===== config.mk =====
export PLATFORM = sky130hd
export DESIGN_NAME = rir_div_pipe
export DESIGN_NICKNAME = d
export VERILOG_FILES = /design/src/rtl/rir_pkg.sv /design/src/rtl/rir_div_pipe.sv
export SDC_FILE = /design/constraint.sdc
export NUM_CORES = 1
export LEC_CHECK = 0
export BUFFER_PORTS_ARGS = -buffer_cell sky130_fd_sc_hd__buf_2
export CORE_ASPECT_RATIO = 2
export CORE_MARGIN = 2
export CORE_UTILIZATION = 34
export CTS_BUF_LIST = sky130_fd_sc_hd__clkbuf_8
export DETAILED_ROUTE_END_ITERATION = 12
export GPL_TIMING_DRIVEN = 0
export PLACE_DENSITY_LB_ADDON = 0.3
export SLEW_MARGIN = 30
export SYNTH_ARGS = -nofsm -noshare
export SYNTH_HDL_FRONTEND = slang
export SYNTH_SLANG_ARGS = --single-unit

===== constraint.sdc =====
create_clock -name clk -period 4 [get_ports clk]
set_input_delay 1 -clock clk [delete_from_list [all_inputs] [get_ports clk]]
set_output_delay 1 -clock clk [all_outputs]
set_load 0.01 [all_outputs]

===== src/rtl/rir_pkg.sv =====
// Shared constants, types and blend arithmetic for the image resize interpolator.
`timescale 1ns / 1ps
`default_nettype none

package rir_pkg;

    localparam int MAX_SRC_WIDTH  = 256;
    localparam int MAX_SRC_HEIGHT = 256;
    localparam int FRAC_BITS      = 16;

    localparam int COL_BITS  = $clog2(MAX_SRC_WIDTH);
    localparam int ROW_BITS  = $clog2(MAX_SRC_HEIGHT);
    localparam int SZ_BITS   = (COL_BITS > ROW_BITS) ? COL_BITS : ROW_BITS;
    localparam int IDX_BITS  = 12;
    localparam int DST_BITS  = 13;
    localparam int SRC_BITS  = 9;
    localparam int CFG_DATA_BITS = 13;
    localparam int CFG_IDX_BITS  = 3;

    // quotient of the coordinate divide and the product feeding it
    localparam int Q_BITS    = SZ_BITS + FRAC_BITS;
    localparam int PROD_BITS = IDX_BITS + SZ_BITS;

    localparam int BANK_ADDR_BITS = (ROW_BITS - 1) + (COL_BITS - 1);
    localparam int BANK_DEPTH     = 1 << BANK_ADDR_BITS;
    localparam int NUM_BANKS      = 4;

    // edges from input transfer to result strobe
    localparam int LATENCY = Q_BITS + 5;

    localparam logic [CFG_IDX_BITS-1:0] CFG_SRC_WIDTH   = 3'd0;
    localparam logic [CFG_IDX_BITS-1:0] CFG_SRC_HEIGHT  = 3'd1;
    localparam logic [CFG_IDX_BITS-1:0] CFG_DST_WIDTH   = 3'd2;
    localparam logic [CFG_IDX_BITS-1:0] CFG_DST_HEIGHT  = 3'd3;
    localparam logic [CFG_IDX_BITS-1:0] CFG_INTERP_MODE = 3'd4;

    localparam logic REQ_WRITE = 1'b0;
    localparam logic REQ_READ  = 1'b1;

    typedef logic [31:0] pixel_t;

    typedef struct packed {
        logic                is_read;
        logic                in_range;
        logic                wr_ok;
        logic [IDX_BITS-1:0] row;
        logic [IDX_BITS-1:0] col;
        pixel_t              pix;
    } item_t;

    // p*(1-f) + q*f, truncated back to 8 bits
    function automatic logic [7:0] blend(input logic [7:0] p, input logic [7:0] q,
                                         input logic [FRAC_BITS-1:0] f);
        logic [FRAC_BITS:0]   inv;
        logic [FRAC_BITS+9:0] s;
        inv = (FRAC_BITS+1)'(1) << FRAC_BITS;
        inv = inv - {1'b0, f};
        s   = (FRAC_BITS+10)'(p) * (FRAC_BITS+10)'(inv)
            + (FRAC_BITS+10)'(q) * (FRAC_BITS+10)'(f);
        return s[FRAC_BITS+7:FRAC_BITS];
    endfunction

endpackage

`default_nettype wire


===== src/rtl/rir_div_pipe.sv =====
// Pipelined restoring divider, one quotient bit per stage, for one coordinate axis.
`timescale 1ns / 1ps
`default_nettype none

module rir_div_pipe (
    input  wire logic                          clk,
    input  wire logic [rir_pkg::PROD_BITS-1:0] prod,
    input  wire logic [rir_pkg::DST_BITS-1:0]  divisor,
    output logic      [rir_pkg::Q_BITS-1:0]    quot
);
    import rir_pkg::*;

    logic [DST_BITS-1:0] rem_reg  [Q_BITS];
    logic [Q_BITS-1:0]   low_reg  [Q_BITS];
    logic [Q_BITS-1:0]   quo_reg  [Q_BITS];
    logic [DST_BITS-1:0] rem_in   [Q_BITS];
    logic [Q_BITS-1:0]   low_in   [Q_BITS];
    logic [Q_BITS-1:0]   quo_in   [Q_BITS];
    logic [DST_BITS:0]   trial    [Q_BITS];
    logic                ge       [Q_BITS];
    logic [DST_BITS-1:0] rem_next [Q_BITS];
    logic [Q_BITS-1:0]   low_next [Q_BITS];
    logic [Q_BITS-1:0]   quo_next [Q_BITS];

    // one compare and subtract per stage, dividend shifted in from the top
    always_comb
    begin
        for (int k = 0; k < Q_BITS; k++)
        begin
            if (k == 0)
            begin
                rem_in[k] = DST_BITS'(prod >> SZ_BITS);
                low_in[k] = {prod[SZ_BITS-1:0], {FRAC_BITS{1'b0}}};
                quo_in[k] = '0;
            end
            else
            begin
                rem_in[k] = rem_reg[k-1];
                low_in[k] = low_reg[k-1];
                quo_in[k] = quo_reg[k-1];
            end
            trial[k]    = {rem_in[k], low_in[k][Q_BITS-1]};
            ge[k]       = (trial[k] >= {1'b0, divisor});
            rem_next[k] = ge[k] ? DST_BITS'(trial[k] - {1'b0, divisor})
                                : trial[k][DST_BITS-1:0];
            low_next[k] = low_in[k] << 1;
            quo_next[k] = {quo_in[k][Q_BITS-2:0], ge[k]};
        end
    end

    // advance every stage
    always_ff @(posedge clk)
    begin
        for (int k = 0; k < Q_BITS; k++)
        begin
            rem_reg[k] <= rem_next[k];
            low_reg[k] <= low_next[k];
            quo_reg[k] <= quo_next[k];
        end
    end

    assign quot = quo_reg[Q_BITS-1];

endmodule

`default_nettype wire


# Word-level counts from Yosys, hierarchy flattened
# Memories as Yosys holds them, arrays and structs flattened.
# Index checks and enable logic that the tools add are counted.
# word_totals
ram_bits	1440
regBits	0
in_bits	34
memories	3
# classes
n_lt_le_gt_ge	24
n_addsub	24
mux	24
# memory_table
memory	words	width	rd	rd_ports_with_merged_regs	wr	line	text
quo_reg	24	24	24	0	24	rir_div_pipe.sv:15	logic [Q_BITS-1:0] quo_reg [Q_BITS];
low_reg	24	23	23	0	24	rir_div_pipe.sv:14	logic [Q_BITS-1:0] low_reg [Q_BITS];
rem_reg	24	13	23	0	24	rir_div_pipe.sv:13	logic [DST_BITS-1:0] rem_reg [Q_BITS];
# op_table
operator	n
>= comparator 14 x 13 -> 1 bit	23
2-to-1 mux 13 bit	24
subtractor 13 bit	24
>= comparator 13 bit	1

# Logic depth before layout (Yosys ltp)
# Gate-level depths: netlist of run 1.
# An unclocked memory read counts as a cell.
# logic_depth
depth_word	3
ltp_mapped	11
depth_no_buf	10

# Worst setup path before layout of run 1
# OpenSTA, ideal clock, no wires.
# synth_path
path_type	input-to-reg
startpoint	in divisor[1] (netlist bit)
endpoint	mem rem_reg[12][9] (netlist: rem_reg[1][61])
setup_slack_ns	-0.228
setup_time_ns	0.121
path_buffers	1
t_arrival_ns	4.108
t_required_ns	3.879
cell_stages	10
cell_sequence	inv_1 ha_1 ha_1 and4_1 o41ai_1 a21o_1 nand2_1 a211oi_2 buf_4 mux2_2
# synth_lines
item	line	text
from (decl)	rir_div_pipe.sv:8	input wire logic [rir_pkg::DST_BITS-1:0] divisor,
to (decl)	rir_div_pipe.sv:13	

==> results of run 1 <==
metrics by stage:
step	std cells	util (%)	TNS [ps]	cell area [um2]
6_report	4132	39.2	0	33200
3_5_place_dp	3958	36.5	-228310	30900
5_1_grt	4132	39.2	0	33200
2_1_floorplan	2819	-	0	29100
4_1_cts	4131	39.2	0	33200
3_3_place_gp	3947	36.2	-442690	30700
power breakdown:
group / leakage, nW / switching [W] / total [W] / internal (W)
combinational: 7.71 / 0.00831 / 0.0156 / 0.00732
clock: 1.17 / 0.00265 / 0.00613 / 0.00348
sequential: 5.27 / 0.00129 / 0.0105 / 0.00926
kinds of logic after synthesis:
logic type / Yosys count / synth area share, %
DFF: 627 / 43.2
and+or+nand+nor: 586 / 9.51
AOI/OAI and AO/OA: 739 / 16.0
adders and majority gates: 334 / 15.0
buffers and inverters: 106 / 1.50
xor gates and xnor gates: 222 / 6.69
muxes: 205 / 8.05
cell usage in the layout (no fill, tap or decap), drive strengths merged, types with 42 or more instances in the layout:
| cell type | count |
|---|---|
| xnor2 | 123 |
| nand2b | 42 |
| o21ai | 137 |
| inv | 73 |
| buf | 89 |
| xor2 | 99 |
| nand2 | 124 |
| mux2 | 197 |
| dfxtp | 627 |
| nor2 | 224 |
| ha | 311 |
| o21a | 62 |
| a21oi | 283 |
| clkbuf | 141 |
| nand3 | 42 |
| a21o | 65 |
worst paths after layout:
kind                  start  slack [ps]        endpoint  cells past startpoint
max              divisor[1]         170  rem_reg[2][68]                     12
min          low_reg[0][20]         310  low_reg[0][44]                      0
max reg2reg  low_reg[0][91]         800  rem_reg[0][55]                     11
min reg2reg  low_reg[0][20]         310  low_reg[0][44]                      0
worst max-delay path, cell delays in order:
cell                         delay (ps)
sky130_fd_sc_hd__buf_2              390
sky130_fd_sc_hd__clkinvlp_4         280
sky130_fd_sc_hd__buf_4              200
sky130_fd_sc_hd__buf_16             150
sky130_fd_sc_hd__fa_1               470
sky130_fd_sc_hd__a211oi_1           300
sky130_fd_sc_hd__o21bai_1           170
sky130_fd_sc_hd__a221o_1            410
sky130_fd_sc_hd__a21oi_1            180
sky130_fd_sc_hd__o21ai_1            150
sky130_fd_sc_hd__clkbuf_1           320
sky130_fd_sc_hd__mux2_1             390
layer usage:
layer | track usage (%) | vias up | wire, um
li1 | - | 10500 | -
met1 | 13.7 | 9931 | 23500
met2 | 34.1 | 355 | 41400
met3 | 2.81 | 209 | 2100
met4 | 9.94 | 0 | 3840
met5 | 0 | - | 0
final cells by class:
class	instances	area share, %
antenna	1	0.00754
buffer	45	0.626
clock buffer	115	4.77
clock inverter	57	1.97
inverter	60	0.727
multi-input combinational	2086	48.4
sequential	627	37.8
tap	1071	4.04
timing repair buffer	70	1.64
what timing repair did:
| action | 4_1_cts | 5_1_grt |
|---|---|---|
| gates resized for setup | 2 | 0 |
| setup endpoints to repair | 140 | 0 |
| setup buffers | 2 | 0 |
==> out/summary.json, run 1 <==
{
  "grt": {
    "gr-total-overflow": 0,
    "first_global_vias": 22200,
    "grt_first_pass_wirelength_um": 112000,
    "grtUsageTotal_pct": 16.3,
    "maximum_number_of_pins_on_one_net_before_global_route_repair": 35,
    "antenna_found_initial": 1
  },
  "yosys": {
    "synth_largest_area_cell": "sky130_fd_sc_hd__dfxtp_1",
    "synth-edff-count": 0,
    "synth_top_cells_by_count": "sky130_fd_sc_hd__dfxtp_1 (627), sky130_fd_sc_hd__ha_1 (311), sky130_fd_sc_hd__a21oi_1 (283)",
    "synth_most_common_cell": "sky130_fd_sc_hd__dfxtp_1",
    "synth_top_flop_cell": "sky130_fd_sc_hd__dfxtp_1",
    "register_bit_total_from_synthesis": 627,
    "area_fraction_of_the_dominant_cell_type_after_synthesis_pct": 43.2,
    "post_synth_instance_area_mm2": 0.0290,
    "syn-mean-instance-area_um2": 10.3,
    "synth-warning-count": 0,
    "synth.area.top_cells": "sky130_fd_sc_hd__dfxtp_1 (43%), sky130_fd_sc_hd__ha_1 (13%), sky130_fd_sc_hd__a21oi_1 (4.9%)",
    "seq_area_frac_synth_pct": 43.2,
    "post_synth_inst_count": 2819,
    "synth_cell_type_count": 74,
    "synth_fp_nets": 3187,
    "synthArstFlopShare_pct": 0
  },
  "die": {
    "core_area_mm2": 0.0846,
    "core.rowCount": 151,
    "start_util_pct": 34.3,
    "design.portCount": 58,
    "die-width_um": 211,
    "fp.dieArea_mm2": 0.0879,
    "die_height_um": 417
  },
  "sta": {
    "slew_headroom_pct": 42.2,
    "grt_setup_unrepaired": "no",
    "finalWorstPathRequiredPeriod_ps": 3830,
    "finClkSkew_ps": 38.7,
    "min_setup_slack_post_route_ps": 166,
    "fin_worst_hold_slack_ps": 306,
    "timing.final.crit_share_pct": 95.8,
    "finalSetupViolations": 0,
    "worst-slew-pin-transition_ps": 859,
    "hold_viol_final": 0,
    "final_max_slew_viol_count": 0,
    "max_freq_mhz": 261
  },
  "pwr": {
    "vdd_ir_drop_max_mv": 0.414,
    "static-leakage-power_nw": 14.2,
    "power.density_cell_area_mw_per_mm2": 973,
    "power_w": 0.0323
  },
  "placed_design": {
    "worst_setup_slack_post_dpl_ps": -1640,
    "dpl.hpwl_um": 53000,
    "buffer_ports.inserted": 57,
    "gpl.final_weighted_congestion": 0.850
  },
  "critical_path": {
    "critical_path_peak_fanout": 15,
    "cp_data_required_time_ps": 4620,
    "critical_path.startpoint_type": "input port",
    "worst_setup_path_class": "input port to flip-flop",
    "critPathArrivalTime_ps": 4450,
    "critical_path.endpoint_type": "flip-flop"
  },
  "cts": {
    "worst_skew_pair.late_latency_ps": 760,
    "ctsHoldBuffers": 0,
    "htree_levels": 3,
    "tritoncts_num_sinks": 627,
    "cts-root-buf": "sky130_fd_sc_hd__clkbuf_8",
    "cts_inserted_buffers": 93,
    "clkSlewWorstSetupHoldPaths_ps": 60,
    "clk_path_buf_depth": 3,
    "cts_tree": "done"
  },
  "outcome": {
    "result_of_the_run": "completed"
  },
  "detailed_routing": {
    "totalWireLength_um": 70800,
    "drt_iter0_drc": 689,
    "drt-vias-per-instance": 5.08,
    "per_cell_routed_wire_length_um": 17.1,
    "drc_errors": 0,
    "postRouteAntennaNets": 0,
    "firstDrtPassIters": 6,
    "route.vias.total": 21000
  },
  "worst_hold_path": {
    "hold_crit_path_type": "flip-flop to flip-flop"
  },
  "layout": {
    "fillers": 8384,
    "flip_flop_count_of_the_largest_register_after_layout": 300,
    "fraction_of_layout_cells_with_a_size_suffix_above_1_pct": 12.2,
    "syn2layout_area_growth_pct": 14.3,
    "multi_input_area_mm2": 0.0161,
    "layout.nets": 3351,
    "ff_latch_area_mm2": 0.0126
  },
  "job": {
    "cap_violations": 0
  }
}
No activity file was read; power rests on OpenSTA's default activity.
==> run 2: changes to the inputs <==
- HOLD_SLACK_MARGIN: unset -> 0.08
- clock period: 4 -> 3.7 ns (I/O delays scaled with it)
==> run 2 against run 1 <==
Net effect:
- global-route usage increased by 0.59 points
- combinational power increased by 10%
- clock-buffer cell count is 3 higher
- non-clock buffer count fell by 6
- design area is 0.63% lower
- power is 7.7% higher
- critical path depth up 1
==> out/summary.json, run 2 (synthesized netlist as in run 1, its figures left out) <==
{
  "sta": {
    "fin_worst_hold_slack": {"value": 263, "unit": "ps", "change": "was 306 ps"},
    "fin_setup_tns": {"value": 0, "unit": "ps", "change": "unchanged"},
    "finalWorstPathRequiredPeriod_ps": 3510,
    "finClkSkew": {"value": 56.1, "unit": "ps", "change": "was 38.7 ps"},
    "slew_headroom": {"value": 51.2, "unit": "%", "change": "was 42.2%"},
    "final_max_slew_viol_count": {"value": 0, "change": "unchanged"},
    "grt_setup_unrepaired": {"value": "no", "change": "unchanged"},
    "max_freq_mhz": 285,
    "finalSetupViolations": {"value": 0, "change": "unchanged"},
    "worst-slew-pin-transition": {"value": 732, "unit": "ps", "change": "was 859 ps"},
    "timing.final.crit_share_pct": 94.9,
    "hold_viol_final": {"value": 0, "change": "unchanged"}
  },
  "layout": {
    "fillers": {"value": 8402, "change": "was 8384"},
    "fraction_of_layout_cells_with_a_size_suffix_above_1": {"value": 12.1, "unit": "%", "change": "was 12.2%"},
    "multi_input_area": {"value": 0.0161, "unit": "mm2", "change": "about the same"},
    "ff_latch_area": {"value": 0.0126, "unit": "mm2", "change": "unchanged"},
    "layout_commonest_cell": {"value": "sky130_fd_sc_hd__dfxtp_1", "change": "unchanged"},
    "most-common-layout-cells": {"value": "sky130_fd_sc_hd__dfxtp_1 (627), sky130_fd_sc_hd__ha_1 (311), sky130_fd_sc_hd__a21oi_1 (282)", "change": "was sky130_fd_sc_hd__dfxtp_1 (627), sky130_fd_sc_hd__ha_1 (311), sky130_fd_sc_hd__a21oi_1 (283)"},
    "flip_flop_count_of_the_largest_register_after_layout": {"value": 300, "change": "unchanged"},
    "syn2layout_area_growth": {"value": 13.6, "unit": "%", "change": "was 14.3%"},
    "layout.nets": {"value": 3344, "change": "was 3351"}
  },
  "pwr": {
    "vdd_ir_drop_max": {"value": 0.622, "unit": "mV", "change": "was 0.414 mV"},
    "static-leakage-power": {"value": 14.1, "unit": "nW", "change": "was 14.2 nW"},
    "power.density_cell_area": {"value": 1060, "unit": "mW/mm2", "change": "was 973 mW/mm2"}
  },
  "critical_path": {
    "setup.reg_to_reg.worst_slack": {"value": 400, "unit": "ps", "change": "was 800 ps"},
    "cp_data_required_time": {"value": 4310, "unit": "ps", "change": "was 4620 ps"},
    "worstSetupStartpoint": {"value": "divisor[1]", "change": "unchanged"},
    "worst_setup_path_class": {"value": "input port to flip-flop", "change": "unchanged"},
    "r2r.worst_path.cells": {"value": 10, "change": "was 11"},
    "critical_path.reg2reg.startpoint": {"value": "low_reg[0][160]", "change": "was low_reg[0][91]"},
    "critPathArrivalTime": {"value": 4120, "unit": "ps", "change": "was 4450 ps"},
    "worst_r2r_endpoint": {"value": "rem_reg[0][91]", "change": "was rem_reg[0][55]"},
    "critical_path_peak_fanout": {"value": 17, "change": "was 15"},
    "critical_path.endpoint_type": {"value": "flip-flop", "change": "unchanged"},
    "critical_path.startpoint_type": {"value": "input port", "change": "unchanged"}
  },
  "detailed_routing": {
    "drt-vias-per-instance": {"value": 5.11, "change": "was 5.08"},
    "postRouteAntennaNets": {"value": 0, "change": "unchanged"},
    "drc_errors": {"value": 0, "change": "unchanged"},
    "route.vias.total": {"value": 21100, "change": "was 21000"},
    "firstDrtPassIters": {"value": 5, "change": "was 6"},
    "drt_iter0_drc": {"value": 583, "change": "was 689"},
    "per_cell_routed_wire_length": {"value": 17.8, "unit": "um", "change": "was 17.1 um"},
    "totalWireLength": {"value": 73400, "unit": "um", "change": "was 70800 um"}
  },
  "cts": {
    "tritoncts_num_sinks": {"value": 627, "change": "unchanged"},
    "worst_skew_pair.late_latency": {"value": 770, "unit": "ps", "change": "was 760 ps"},
    "cts_tree": {"value": "done", "change": "unchanged"},
    "htree_levels": {"value": 3, "change": "unchanged"},
    "ctsHoldBuffers": {"value": 0, "change": "unchanged"},
    "cts_inserted_buffers": {"value": 92, "change": "was 93"},
    "cts-root-buf": {"value": "sky130_fd_sc_hd__clkbuf_8", "change": "unchanged"},
    "clkSlewWorstSetupHoldPaths": {"value": 60, "unit": "ps", "change": "about the same"},
    "clk_path_buf_depth": {"value": 3, "change": "unchanged"}
  },
  "grt": {
    "maximum_number_of_pins_on_one_net_before_global_route_repair": {"value": 35, "change": "unchanged"},
    "grt_first_pass_wirelength": {"value": 114000, "unit": "um", "change": "was 112000 um"},
    "gr-total-overflow": {"value": 0, "change": "unchanged"},
    "antenna_found_initial": {"value": 1, "change": "unchanged"},
    "grtUsageTotal": {"value": 16.9, "unit": "%", "change": "was 16.3%"},
    "first_global_vias": {"value": 22100, "change": "was 22200"}
  },
  "worst_hold_path": {
    "hold-path-cell-count": {"value": 1, "change": "was 0"},
    "holdPathEnd": {"value": "low_reg[0][21]", "change": "was low_reg[0][44]"},
    "hold_crit_path_type": {"value": "input port to flip-flop", "change": "was flip-flop to flip-flop"},
    "hold_path_startpoint": {"value": "prod[5]", "change": "was low_reg[0][20]"}
  },
  "job": {
    "cap_violations": {"value": 0, "change": "unchanged"}
  },
  "placed_design": {
    "gpl.final_weighted_congestion": {"value": 0.838, "change": "was 0.850"},
    "dpl.hpwl": {"value": 52800, "unit": "um", "change": "was 53000 um"},
    "buffer_ports.inserted": {"value": 57, "change": "unchanged"}
  },
  "die": {
    "fp.dieArea": {"value": 0.0879, "unit": "mm2", "change": "unchanged"},
    "core.rowCount": {"value": 151, "change": "unchanged"},
    "core_area": {"value": 0.0846, "unit": "mm2", "change": "unchanged"},
    "design.portCount": {"value": 58, "change": "unchanged"},
    "die_height": {"value": 417, "unit": "um", "change": "unchanged"},
    "die-width": {"value": 211, "unit": "um", "change": "unchanged"},
    "start_util": {"value": 34.3, "unit": "%", "change": "unchanged"}
  },
  "outcome": {
    "result_of_the_run": {"value": "completed", "change": "unchanged"}
  }
}
-- run 2: worst max-delay path by stage --
stage,to,slack (ps),cells after the start
after floorplan,rem_reg[0][76],-160,9
after global placement,rem_reg[1][5],-2410,11
after detailed placement,rem_reg[1][5],-1940,12
after CTS,rem_reg[1][62],8,13
after global routing,rem_reg[1][62],60,13
final,rem_reg[1][62],190,13
-- run 2: power breakdown --
group	internal, W	leakage, nW	switching (W)
clock	0.00332	1.15	0.00279
sequential	0.0100	5.27	0.00146
combinational	0.00804	7.71	0.00918
total	0.0214	14.1	0.0134
-- run 2: routing by layer --
layer  wire, um  vias to the layer above  GRT usage, %
met5          0                        -             0
met4       4400                        0          10.9
met3       2580                      218          2.79
met2      42300                      426          35.0
met1      24100                     9947          14.4
li1           -                    10500             -
-- run 2: layout make-up --
type,instances,area share (%)
inverter,60,0.770
timing repair buffer,64,1.35
clock buffer,118,4.92
sequential,627,38.1
tap,1071,4.06
clock inverter,50,1.29
buffer,45,0.664
antenna,1,0.00759
multi-input combinational,2086,48.9
-- run 2: timing repair --
item / in CTS / in global routing
gates resized for setup: 7 / 2
endpoints found under the setup margin: 212 / 56
hold endpoints to repair: 0 / 0
buffers inserted: 1 / 0
-- run 2: critical path: stages --
cell and delay (ps):
sky130_fd_sc_hd__clkbuf_4 310, sky130_fd_sc_hd__clkinvlp_4 200, sky130_fd_sc_hd__buf_4 210, sky130_fd_sc_hd__buf_12 180, sky130_fd_sc_hd__ha_1 330, sky130_fd_sc_hd__ha_1 180
sky130_fd_sc_hd__and4_1 180, sky130_fd_sc_hd__o41ai_1 310, sky130_fd_sc_hd__a21o_1 150, sky130_fd_sc_hd__nand2_1 100, sky130_fd_sc_hd__a211oi_4 400, sky130_fd_sc_hd__buf_6 220
sky130_fd_sc_hd__mux2_1 380
-- run 2: through the flow --
step / cells / total power [W] / cell area [um2] / utilization (%) / setup slack [ps]
3_3_place_gp: 3947 / 0.0287 / 30700 / 36.3 / -2410
2_1_floorplan: 2819 / 0.0244 / 29100 / - / -155
3_5_place_dp: 3953 / 0.0289 / 30900 / 36.5 / -1940
6_report: 4122 / 0.0348 / 33000 / 39.0 / 188
5_1_grt: 4122 / 0.0376 / 33000 / 39.0 / 59.7
4_1_cts: 4122 / 0.0352 / 33000 / 39.0 / 8.35
